`config.mk`:
```
export PLATFORM = sky130hd
export DESIGN_NAME = neighbor_table_upsert
export DESIGN_NICKNAME = d
export VERILOG_FILES = /design/src/rtl/ntu_pkg.sv /design/src/rtl/ntu_front.sv /design/src/rtl/ntu_back.sv /design/src/rtl/neighbor_table_upsert.sv
export VERILOG_INCLUDE_DIRS = /design/src /design/src/rtl
export SDC_FILE = /design/constraint.sdc
export NUM_CORES = 1
export LEC_CHECK = 0
export BUFFER_PORTS_ARGS = -buffer_cell sky130_fd_sc_hd__buf_2
export CAP_MARGIN = 30
export CORE_AREA = 2 2 160 162
export CTS_CLUSTER_SIZE = 28
export DETAILED_ROUTE_END_ITERATION = 12
export DIE_AREA = 0 0 162 164
export PLACE_DENSITY = 0.82
export SLEW_MARGIN = 10
export SYNTH_ARGS = -nofsm -noshare
export SYNTH_HDL_FRONTEND = slang
export SYNTH_SLANG_ARGS = --single-unit
export TNS_END_PERCENT = 20
```
`constraint.sdc`:
```
create_clock -name i_clk -period 3.5 [get_ports i_clk]
set_input_delay 0.35 -clock i_clk [delete_from_list [all_inputs] [get_ports i_clk]]
set_output_delay 0.35 -clock i_clk [all_outputs]
set_load 0.05 [all_outputs]
```
`src/rtl/neighbor_table_upsert_assert.svh`:
```
// assertion macros shared by the neighbor table modules
// no dependencies; included inside module bodies
`ifndef NEIGHBOR_TABLE_UPSERT_ASSERT_SVH
`define NEIGHBOR_TABLE_UPSERT_ASSERT_SVH

// same-cycle implication, disabled while reset is low
`define NTU_ASSERT_NOW(lbl, clk, rstn, ante, cons) \
    lbl: assert property (@(posedge clk) disable iff (!(rstn)) (ante) |-> (cons)) \
        else $error("ntu assertion failed");

// next-cycle implication, disabled while reset is low
`define NTU_ASSERT_NEXT(lbl, clk, rstn, ante, cons) \
    lbl: assert property (@(posedge clk) disable iff (!(rstn)) (ante) |=> (cons)) \
        else $error("ntu assertion failed");

`endif

```
`src/rtl/ntu_pkg.sv`:
```
// shared types and constants of the neighbor table block
// no dependencies
package ntu_pkg;

    localparam int unsigned ADDR_W  = 16;
    localparam int unsigned RSSI_W  = 8;
    localparam int unsigned SLOT_W  = 4;
    localparam int unsigned COUNT_W = 5;

    // slot_index and neighbor_count widths are sized for this depth
    localparam int unsigned TABLE_DEPTH = 16;

    localparam logic [ADDR_W-1:0] BROADCAST_ADDR = 16'hFFFF;

    // classified frame handed from front to back
    typedef struct packed {
        logic                     bcast;
        logic [ADDR_W-1:0]        src;
        logic signed [RSSI_W-1:0] rssi;
    } t_cmd;

    // one result beat
    typedef struct packed {
        logic               reply_request;
        logic [ADDR_W-1:0]  reply_address;
        logic               found_existing;
        logic               new_entry;
        logic               table_full_drop;
        logic [SLOT_W-1:0]  slot_index;
        logic [COUNT_W-1:0] neighbor_count;
    } t_res;

endpackage

```
`src/rtl/ntu_front.sv`:
```
// front end: accepts frames, classifies broadcast, queues them for the back end
// depends on ntu_pkg and neighbor_table_upsert_assert.svh
module ntu_front (
    input  logic                       i_clk,
    input  logic                       i_rst_n,
    input  logic                       i_valid,
    output logic                       o_ready,
    input  logic [ntu_pkg::ADDR_W-1:0] i_dest_address,
    input  logic [ntu_pkg::ADDR_W-1:0] i_source_address,
    input  logic signed [ntu_pkg::RSSI_W-1:0] i_signal_strength,
    output logic                       o_cmd_valid,
    input  logic                       i_cmd_ready,
    output ntu_pkg::t_cmd              o_cmd
);
    import ntu_pkg::*;
    `include "neighbor_table_upsert_assert.svh"

    localparam int unsigned QUEUE_DEPTH = 2;
    localparam int unsigned PTR_W       = $clog2(QUEUE_DEPTH);
    localparam int unsigned FILL_W      = $clog2(QUEUE_DEPTH + 1);

    t_cmd              r_mem [QUEUE_DEPTH];
    logic [PTR_W-1:0]  r_wp, n_wp;
    logic [PTR_W-1:0]  r_rp, n_rp;
    logic [FILL_W-1:0] r_fill, n_fill;
    logic              w_push, w_pop;
    t_cmd              w_cmd;

    always_comb begin
        w_cmd.bcast = (i_dest_address == BROADCAST_ADDR);
        w_cmd.src   = i_source_address;
        w_cmd.rssi  = i_signal_strength;
    end

    assign o_ready     = (r_fill != FILL_W'(QUEUE_DEPTH));
    assign w_push      = i_valid && o_ready;
    assign o_cmd_valid = (r_fill != '0);
    assign w_pop       = o_cmd_valid && i_cmd_ready;
    assign o_cmd       = r_mem[r_rp];

    always_comb begin
        n_wp   = w_push ? r_wp + 1'b1 : r_wp;
        n_rp   = w_pop ? r_rp + 1'b1 : r_rp;
        n_fill = r_fill;
        if (w_push && !w_pop) begin
            n_fill = r_fill + 1'b1;
        end else if (w_pop && !w_push) begin
            n_fill = r_fill - 1'b1;
        end
    end

    always_ff @(posedge i_clk) begin
        if (!i_rst_n) begin
            r_wp   <= '0;
            r_rp   <= '0;
            r_fill <= '0;
        end else begin
            r_wp   <= n_wp;
            r_rp   <= n_rp;
            r_fill <= n_fill;
        end
    end

    always_ff @(posedge i_clk) begin
        if (w_push) begin
            r_mem[r_wp] <= w_cmd;
        end
    end

    `NTU_ASSERT_NOW(a_fill_max, i_clk, i_rst_n, 1'b1, r_fill <= FILL_W'(QUEUE_DEPTH))
    `NTU_ASSERT_NEXT(a_fill_up, i_clk, i_rst_n, w_push && !w_pop, r_fill == $past(r_fill) + 1'b1)
    `NTU_ASSERT_NEXT(a_fill_dn, i_clk, i_rst_n, w_pop && !w_push, r_fill == $past(r_fill) - 1'b1)

endmodule

```
`src/rtl/ntu_back.sv`:
```
// back end: sequential table search, update/append/drop, bcast reply, result register
// depends on ntu_pkg and neighbor_table_upsert_assert.svh
module ntu_back (
    input  logic          i_clk,
    input  logic          i_rst_n,
    input  logic          i_cmd_valid,
    output logic          o_cmd_ready,
    input  ntu_pkg::t_cmd i_cmd,
    output logic          o_res_valid,
    input  logic          i_res_ready,
    output ntu_pkg::t_res o_res
);
    import ntu_pkg::*;
    `include "neighbor_table_upsert_assert.svh"

    localparam int unsigned IDX_W = (TABLE_DEPTH > 1) ? $clog2(TABLE_DEPTH) : 1;
    localparam int unsigned CNT_W = $clog2(TABLE_DEPTH + 1);

    typedef enum logic [2:0] {
        S_IDLE = 3'b001,
        S_SRCH = 3'b010,
        S_UPD  = 3'b100
    } t_bstate;

    t_bstate          r_state, n_state;
    t_cmd             r_cmd, n_cmd;
    logic [CNT_W-1:0] r_count, n_count;
    logic [CNT_W-1:0] r_idx, n_idx;
    logic             r_cmp_vld, n_cmp_vld;
    logic [IDX_W-1:0] r_cmp_idx, n_cmp_idx;
    logic             r_hit, n_hit;
    logic [IDX_W-1:0] r_where, n_where;
    logic             r_out_valid, n_out_valid;
    t_res             r_res, n_res;

    logic [ADDR_W-1:0]        r_addr_mem [TABLE_DEPTH];
    logic signed [RSSI_W-1:0] r_rssi_mem [TABLE_DEPTH];
    logic [ADDR_W-1:0]        r_rd_data;

    logic             w_issue;
    logic             w_out_free;
    logic             w_rd_en;
    logic             w_addr_we;
    logic             w_rssi_we;
    logic [IDX_W-1:0] w_wr_idx;
    logic             w_room;

    assign w_issue    = (r_idx < r_count);
    assign w_out_free = !r_out_valid || i_res_ready;
    assign w_room     = (r_count < CNT_W'(TABLE_DEPTH));
    assign w_rd_en    = (r_state == S_SRCH) && w_issue;

    always_comb begin
        n_state     = r_state;
        n_cmd       = r_cmd;
        n_count     = r_count;
        n_idx       = r_idx;
        n_cmp_vld   = r_cmp_vld;
        n_cmp_idx   = r_cmp_idx;
        n_hit       = r_hit;
        n_where     = r_where;
        n_res       = r_res;
        n_out_valid = r_out_valid;
        o_cmd_ready = 1'b0;
        w_addr_we   = 1'b0;
        w_rssi_we   = 1'b0;
        w_wr_idx    = r_where;

        if (r_out_valid && i_res_ready) begin
            n_out_valid = 1'b0;
        end

        unique case (r_state)
            S_IDLE: begin
                o_cmd_ready = 1'b1;
                if (i_cmd_valid) begin
                    n_cmd     = i_cmd;
                    n_idx     = '0;
                    n_hit     = 1'b0;
                    n_where   = '0;
                    n_cmp_vld = 1'b0;
                    n_state   = i_cmd.bcast ? S_UPD : S_SRCH;
                end
            end
            S_SRCH: begin
                // read one entry per beat, compare the one read a beat earlier
                n_cmp_vld = w_issue;
                n_cmp_idx = r_idx[IDX_W-1:0];
                if (w_issue) begin
                    n_idx = r_idx + 1'b1;
                end else begin
                    n_state = S_UPD;
                end
                // later hits override, so the highest index wins
                if (r_cmp_vld && (r_rd_data == r_cmd.src)) begin
                    n_hit   = 1'b1;
                    n_where = r_cmp_idx;
                end
            end
            S_UPD: begin
                if (w_out_free) begin
                    n_out_valid           = 1'b1;
                    n_state               = S_IDLE;
                    n_res.reply_request   = 1'b0;
                    n_res.reply_address   = '0;
                    n_res.found_existing  = 1'b0;
                    n_res.new_entry       = 1'b0;
                    n_res.table_full_drop = 1'b0;
                    n_res.slot_index      = '0;
                    if (r_cmd.bcast) begin
                        n_res.reply_request = 1'b1;
                        n_res.reply_address = r_cmd.src;
                    end else if (r_hit) begin
                        w_rssi_we            = 1'b1;
                        w_wr_idx             = r_where;
                        n_res.found_existing = 1'b1;
                        n_res.slot_index     = SLOT_W'(r_where);
                    end else if (w_room) begin
                        w_addr_we        = 1'b1;
                        w_rssi_we        = 1'b1;
                        w_wr_idx         = r_count[IDX_W-1:0];
                        n_res.new_entry  = 1'b1;
                        n_res.slot_index = SLOT_W'(r_count[IDX_W-1:0]);
                        n_count          = r_count + 1'b1;
                    end else begin
                        n_res.table_full_drop = 1'b1;
                    end
                    n_res.neighbor_count = COUNT_W'(n_count);
                end
            end
            default: begin
                n_state = S_IDLE;
            end
        endcase
    end

    always_ff @(posedge i_clk) begin
        if (!i_rst_n) begin
            r_state     <= S_IDLE;
            r_count     <= '0;
            r_idx       <= '0;
            r_cmp_vld   <= 1'b0;
            r_hit       <= 1'b0;
            r_out_valid <= 1'b0;
        end else begin
            r_state     <= n_state;
            r_count     <= n_count;
            r_idx       <= n_idx;
            r_cmp_vld   <= n_cmp_vld;
            r_hit       <= n_hit;
            r_out_valid <= n_out_valid;
        end
    end

    always_ff @(posedge i_clk) begin
        r_cmd     <= n_cmd;
        r_cmp_idx <= n_cmp_idx;
        r_where   <= n_where;
        r_res     <= n_res;
    end

    // neighbor table storage
    always_ff @(posedge i_clk) begin
        if (w_addr_we) begin
            r_addr_mem[w_wr_idx] <= r_cmd.src;
        end
        if (w_rssi_we) begin
            r_rssi_mem[w_wr_idx] <= r_cmd.rssi;
        end
        if (w_rd_en) begin
            r_rd_data <= r_addr_mem[r_idx[IDX_W-1:0]];
        end
    end

    assign o_res_valid = r_out_valid;
    assign o_res       = r_res;

    `NTU_ASSERT_NOW(a_cnt_max, i_clk, i_rst_n, 1'b1, r_count <= CNT_W'(TABLE_DEPTH))
    `NTU_ASSERT_NOW(a_idx_max, i_clk, i_rst_n, 1'b1, r_idx <= r_count)
    `NTU_ASSERT_NOW(a_one_kind, i_clk, i_rst_n, r_out_valid,
                    $onehot({r_res.reply_request, r_res.found_existing, r_res.new_entry,
                             r_res.table_full_drop}))
    `NTU_ASSERT_NEXT(a_append, i_clk, i_rst_n,
                     (r_state == S_UPD) && w_out_free && !r_cmd.bcast && !r_hit && w_room,
                     r_count == $past(r_count) + 1'b1)
    `NTU_ASSERT_NOW(a_cnt_hold, i_clk, i_rst_n, r_state == S_SRCH, r_count == $past(r_count))

endmodule

```
`src/rtl/neighbor_table_upsert.sv`:
```
// neighbor table upsert, top level: front queue plus back search/update engine
// the back end takes one frame at a time; broadcasts skip the search, while lookups
// walk the address table through its single read port, one entry per cycle, and up
// to two more frames wait in the front queue
// reset: synchronous active low; clears the entry count, the queue and the result valid
// depends on ntu_pkg, ntu_front, ntu_back
module neighbor_table_upsert (
    input  logic        i_clk,
    input  logic        i_rst_n,
    input  logic        s_axis_tvalid,
    output logic        s_axis_tready,
    // dest_address[15:0], source_address[31:16], signal_strength[39:32]
    input  logic [39:0] s_axis_tdata,
    output logic        m_axis_tvalid,
    input  logic        m_axis_tready,
    // reply_address[15:0], slot_index[19:16], neighbor_count[24:20], zero[31:25]
    output logic [31:0] m_axis_tdata,
    // reply_request[0], found_existing[1], new_entry[2], table_full_drop[3]
    output logic [3:0]  m_axis_tuser
);
    import ntu_pkg::*;

    logic cmd_valid;
    logic cmd_ready;
    t_cmd cmd;
    t_res res;

    ntu_front u_front (
        .i_clk             (i_clk),
        .i_rst_n           (i_rst_n),
        .i_valid           (s_axis_tvalid),
        .o_ready           (s_axis_tready),
        .i_dest_address    (s_axis_tdata[15:0]),
        .i_source_address  (s_axis_tdata[31:16]),
        .i_signal_strength (s_axis_tdata[39:32]),
        .o_cmd_valid       (cmd_valid),
        .i_cmd_ready       (cmd_ready),
        .o_cmd             (cmd)
    );

    ntu_back u_back (
        .i_clk       (i_clk),
        .i_rst_n     (i_rst_n),
        .i_cmd_valid (cmd_valid),
        .o_cmd_ready (cmd_ready),
        .i_cmd       (cmd),
        .o_res_valid (m_axis_tvalid),
        .i_res_ready (m_axis_tready),
        .o_res       (res)
    );

    assign m_axis_tdata = {7'd0, res.neighbor_count, res.slot_index, res.reply_address};
    assign m_axis_tuser = {res.table_full_drop, res.new_entry, res.found_existing,
                           res.reply_request};

endmodule
```
==> metrics <==
outcome=finished, final reports clean; CTS tree=built; P&R area growth vs syn=14.08%; pins over their slew limit=0; Mean Syn Cell Area=19.39 um2; clock-pin slew on the worst setup and hold paths=0.06 ns; Worst-Skew Late Latency=0.53 ns; Avg Vias per Cell=5.953; routed length on met3=2127 um; die extent in x=162 um; post-synthesis cell count=760; Fin Setup TNS=0 ns; Layout Skew=0.02432 ns; Root Buffer Master=clkbuf_16; worst slew pin tran=0.8497 ns; Ys Warns=0; Post-synth top flop=edfxtp_1; number of global-route vias before repair=7,469; H-tree lvl count=2; HP Class=input port to flop; fillers=1,524; initial antenna violation count=0; share of post-route cells with drive strength above 1=26.61%; via count=7,245; wire per inst=23.00 um; Hold Vio Cnt, Final=0; met1 wire length=11,060 um; # DRC=0; clk sink count=381; non-filler cells in the finished layout=1,217; relative slew slack=43.35%; Critical Path RT=3.68 ns; dominant cell type by area after synthesis=edfxtp_1; crit end category=flop; hpwl dp=15,970 um; initial drt markers=781; CP Class=flop to flop; final worst path period share=76.18%; crit start category=flop; fin crit period=2.666 ns; setup bufs post-CTS=0; max-cap viol count=0; # setup viols final=0; nets=915; Num CTS Buffers=36; largest net degree at the start of global routing=53; register bit total from synthesis=381; Core Region=24,820 um2; synth top area cells=edfxtp_1, mux4_2, dfxtp_1, mux2_2, mux2i_1; RePlAce Congestion=0.8037; Async SR Flop Fraction=0%; power density cells=657.9 nW/um2; number of diodes=0; final WL=27,990 um; placed cells=1,150; Final ANT Viol Nets=0; I/O Buffers=66; Die Y=164 um; Worst Path Arrival=2.85 ns; crit-path max FO=16; starting density of the core=59.38%; unrepaired setup endpoints after global routing=no; met2 WL post-DR=14,110 um; global-route usage over all layers=22.15%; number of enable flip-flop cells after synthesis=360; die area=26,570 um2; GRT overflow=0; Core Util, Final=67.74%; area share of the largest cell type after synthesis=73.35%; First-pass DRT Iterations=5; worst-case clock buffer depth=3; Top Layer Used=met4; count of cell types in the netlist=47; f_max=375.0 MHz; share of the yosys chip area belonging to registers=76.20%; Rows=58; Netlist Area Pre-Place=14,740 um2; global-route wire length before repair=43,590 um; Worst VDD drop=0.0005729 V; static leakage=5.430 nW; I/O Pins=82
## sequential cells by signal, indices dropped and copies added (netlist names), 2 cells and up, named ones only
register           count
u_back.r_where         4
u_back.r_idx           5
u_front.r_fill         2
u_back.r_addr_mem    256
u_front.r_mem         34
u_back.r_cmd          17
u_back.r_state         3
u_back.r_count         5
u_back.r_rd_data      16
u_back.o_res          29
u_back.r_cmp_idx       4
## critical path, cell delays in order (launching register included)
cell and delay, ns:
dfxtp_1 0.41, nor3b_2 0.39, and2_2 0.26, buf_4 0.29, nand2_1 0.09, or3_1 0.41
nor2_1 0.16, buf_4 0.29
## placed cells by master (no fill, tap or decap), types with 3 or more instances in the layout
master and instances:
and2_1 27, xor2_1 5, mux2i_1 18, a21oi_1 21, dlygate4sd3_1 5, mux2_2 18, clkbuf_16 37, nor3_1 3
nand3_1 8, buf_2 66, nand2b_1 5, clkbuf_1 7, o21a_1 5, xnor2_1 18, o21ai_0 5, ha_1 8
or3_1 5, edfxtp_1 360, dfxtp_1 18, nand4_1 10, a211oi_1 16, clkinv_1 7, bufinv_16 7, mux4_2 64
inv_1 7, conb_1 7, nor2b_1 22, nor2_1 30, nand2_1 14, buf_4 29
## cells by family after synthesis
kind of cell	count (synthesis)	share of synthesized area, %
other cells	1	0.02544
mux	100	12.38
simple gates	134	4.975
compound gates	63	2.793
xor+xnor	23	1.367
buf+inv	50	1.579
fa+ha+maj	8	0.6792
flops	381	76.20
## metal layers
| metal | vias to the layer above | global-route usage (%) |
|---|---|---|
| met5 | - | 0 |
| met1 | 3664 | 30.03 |
| met3 | 58 | 4.621 |
| met2 | 315 | 36.92 |
| li1 | 3208 | - |
| met4 | 0 | 6.637 |
## what timing repair did
action | 4_1_cts | 5_1_grt
endpoints found under the hold margin | 10 | 0
hold buffers | 5 | 0
gates resized for setup | 0 | 0
## final timing paths
check / cells past startpoint / slack [ns] / endpoint / start
max: 7 / 0.83 / u_back.r_addr_mem[14][5]$_DFFE_PP_ / u_back.r_state[2]$_SDFFE_PN0P_
min: 1 / 0.02 / u_front.r_mem[0][10]$_DFFE_PP_ / s_axis_tdata[18]
max reg2reg: 7 / 0.83 / u_back.r_addr_mem[14][5]$_DFFE_PP_ / u_back.r_state[2]$_SDFFE_PN0P_
min reg2reg: 2 / 0.51 / u_back.r_idx[4]$_SDFFE_PN0P_ / u_back.r_idx[4]$_SDFFE_PN0P_
## area by class of cell
class	count	area, um2	area share (%)
Clock buffer	44	952.2	5.663
Tap cell	330	412.9	2.456
Timing Repair Buffer	101	618.1	3.676
Clock inverter	18	264.0	1.570
Inverter	8	30.03	0.1786
Sequential cell	381	11240	66.84
Multi-Input combinational cell	335	3298	19.62
## where the power goes
group	internal, mW	total, mW	switching, mW	leakage, nW
sequential	5.71	6.15	0.440	3.44
combinational	0.318	0.878	0.559	1.40
clock	2.45	4.03	1.58	0.591
total	8.48	11.1	2.58	5.43
## cell usage after synthesis, types with 9 or more instances
cell,number
a211oi_1,16
a21oi_1,21
and2_1,28
buf_2,9
buf_4,9
clkbuf_1,21
dfxtp_1,21
edfxtp_1,360
mux2_2,18
mux2i_1,18
mux4_2,64
nand2_1,14
nand4_1,10
nor2_1,30
nor2b_1,22
xnor2_1,18
## stage by stage
step	area, um2	power (mW)	worst slack [ns]	hold slack, ns
after floorplan	14760	6.647	0.6533	0.4348
after global placement	15550	7.007	0.9926	0.4854
after detailed placement	15550	7.090	0.9563	0.4985
after CTS	16810	11.13	0.8203	0.005537
after global routing	16810	11.42	0.5842	0.008181
final	16810	11.06	0.8336	0.02186
No activity file was read; power rests on OpenSTA's default activity.
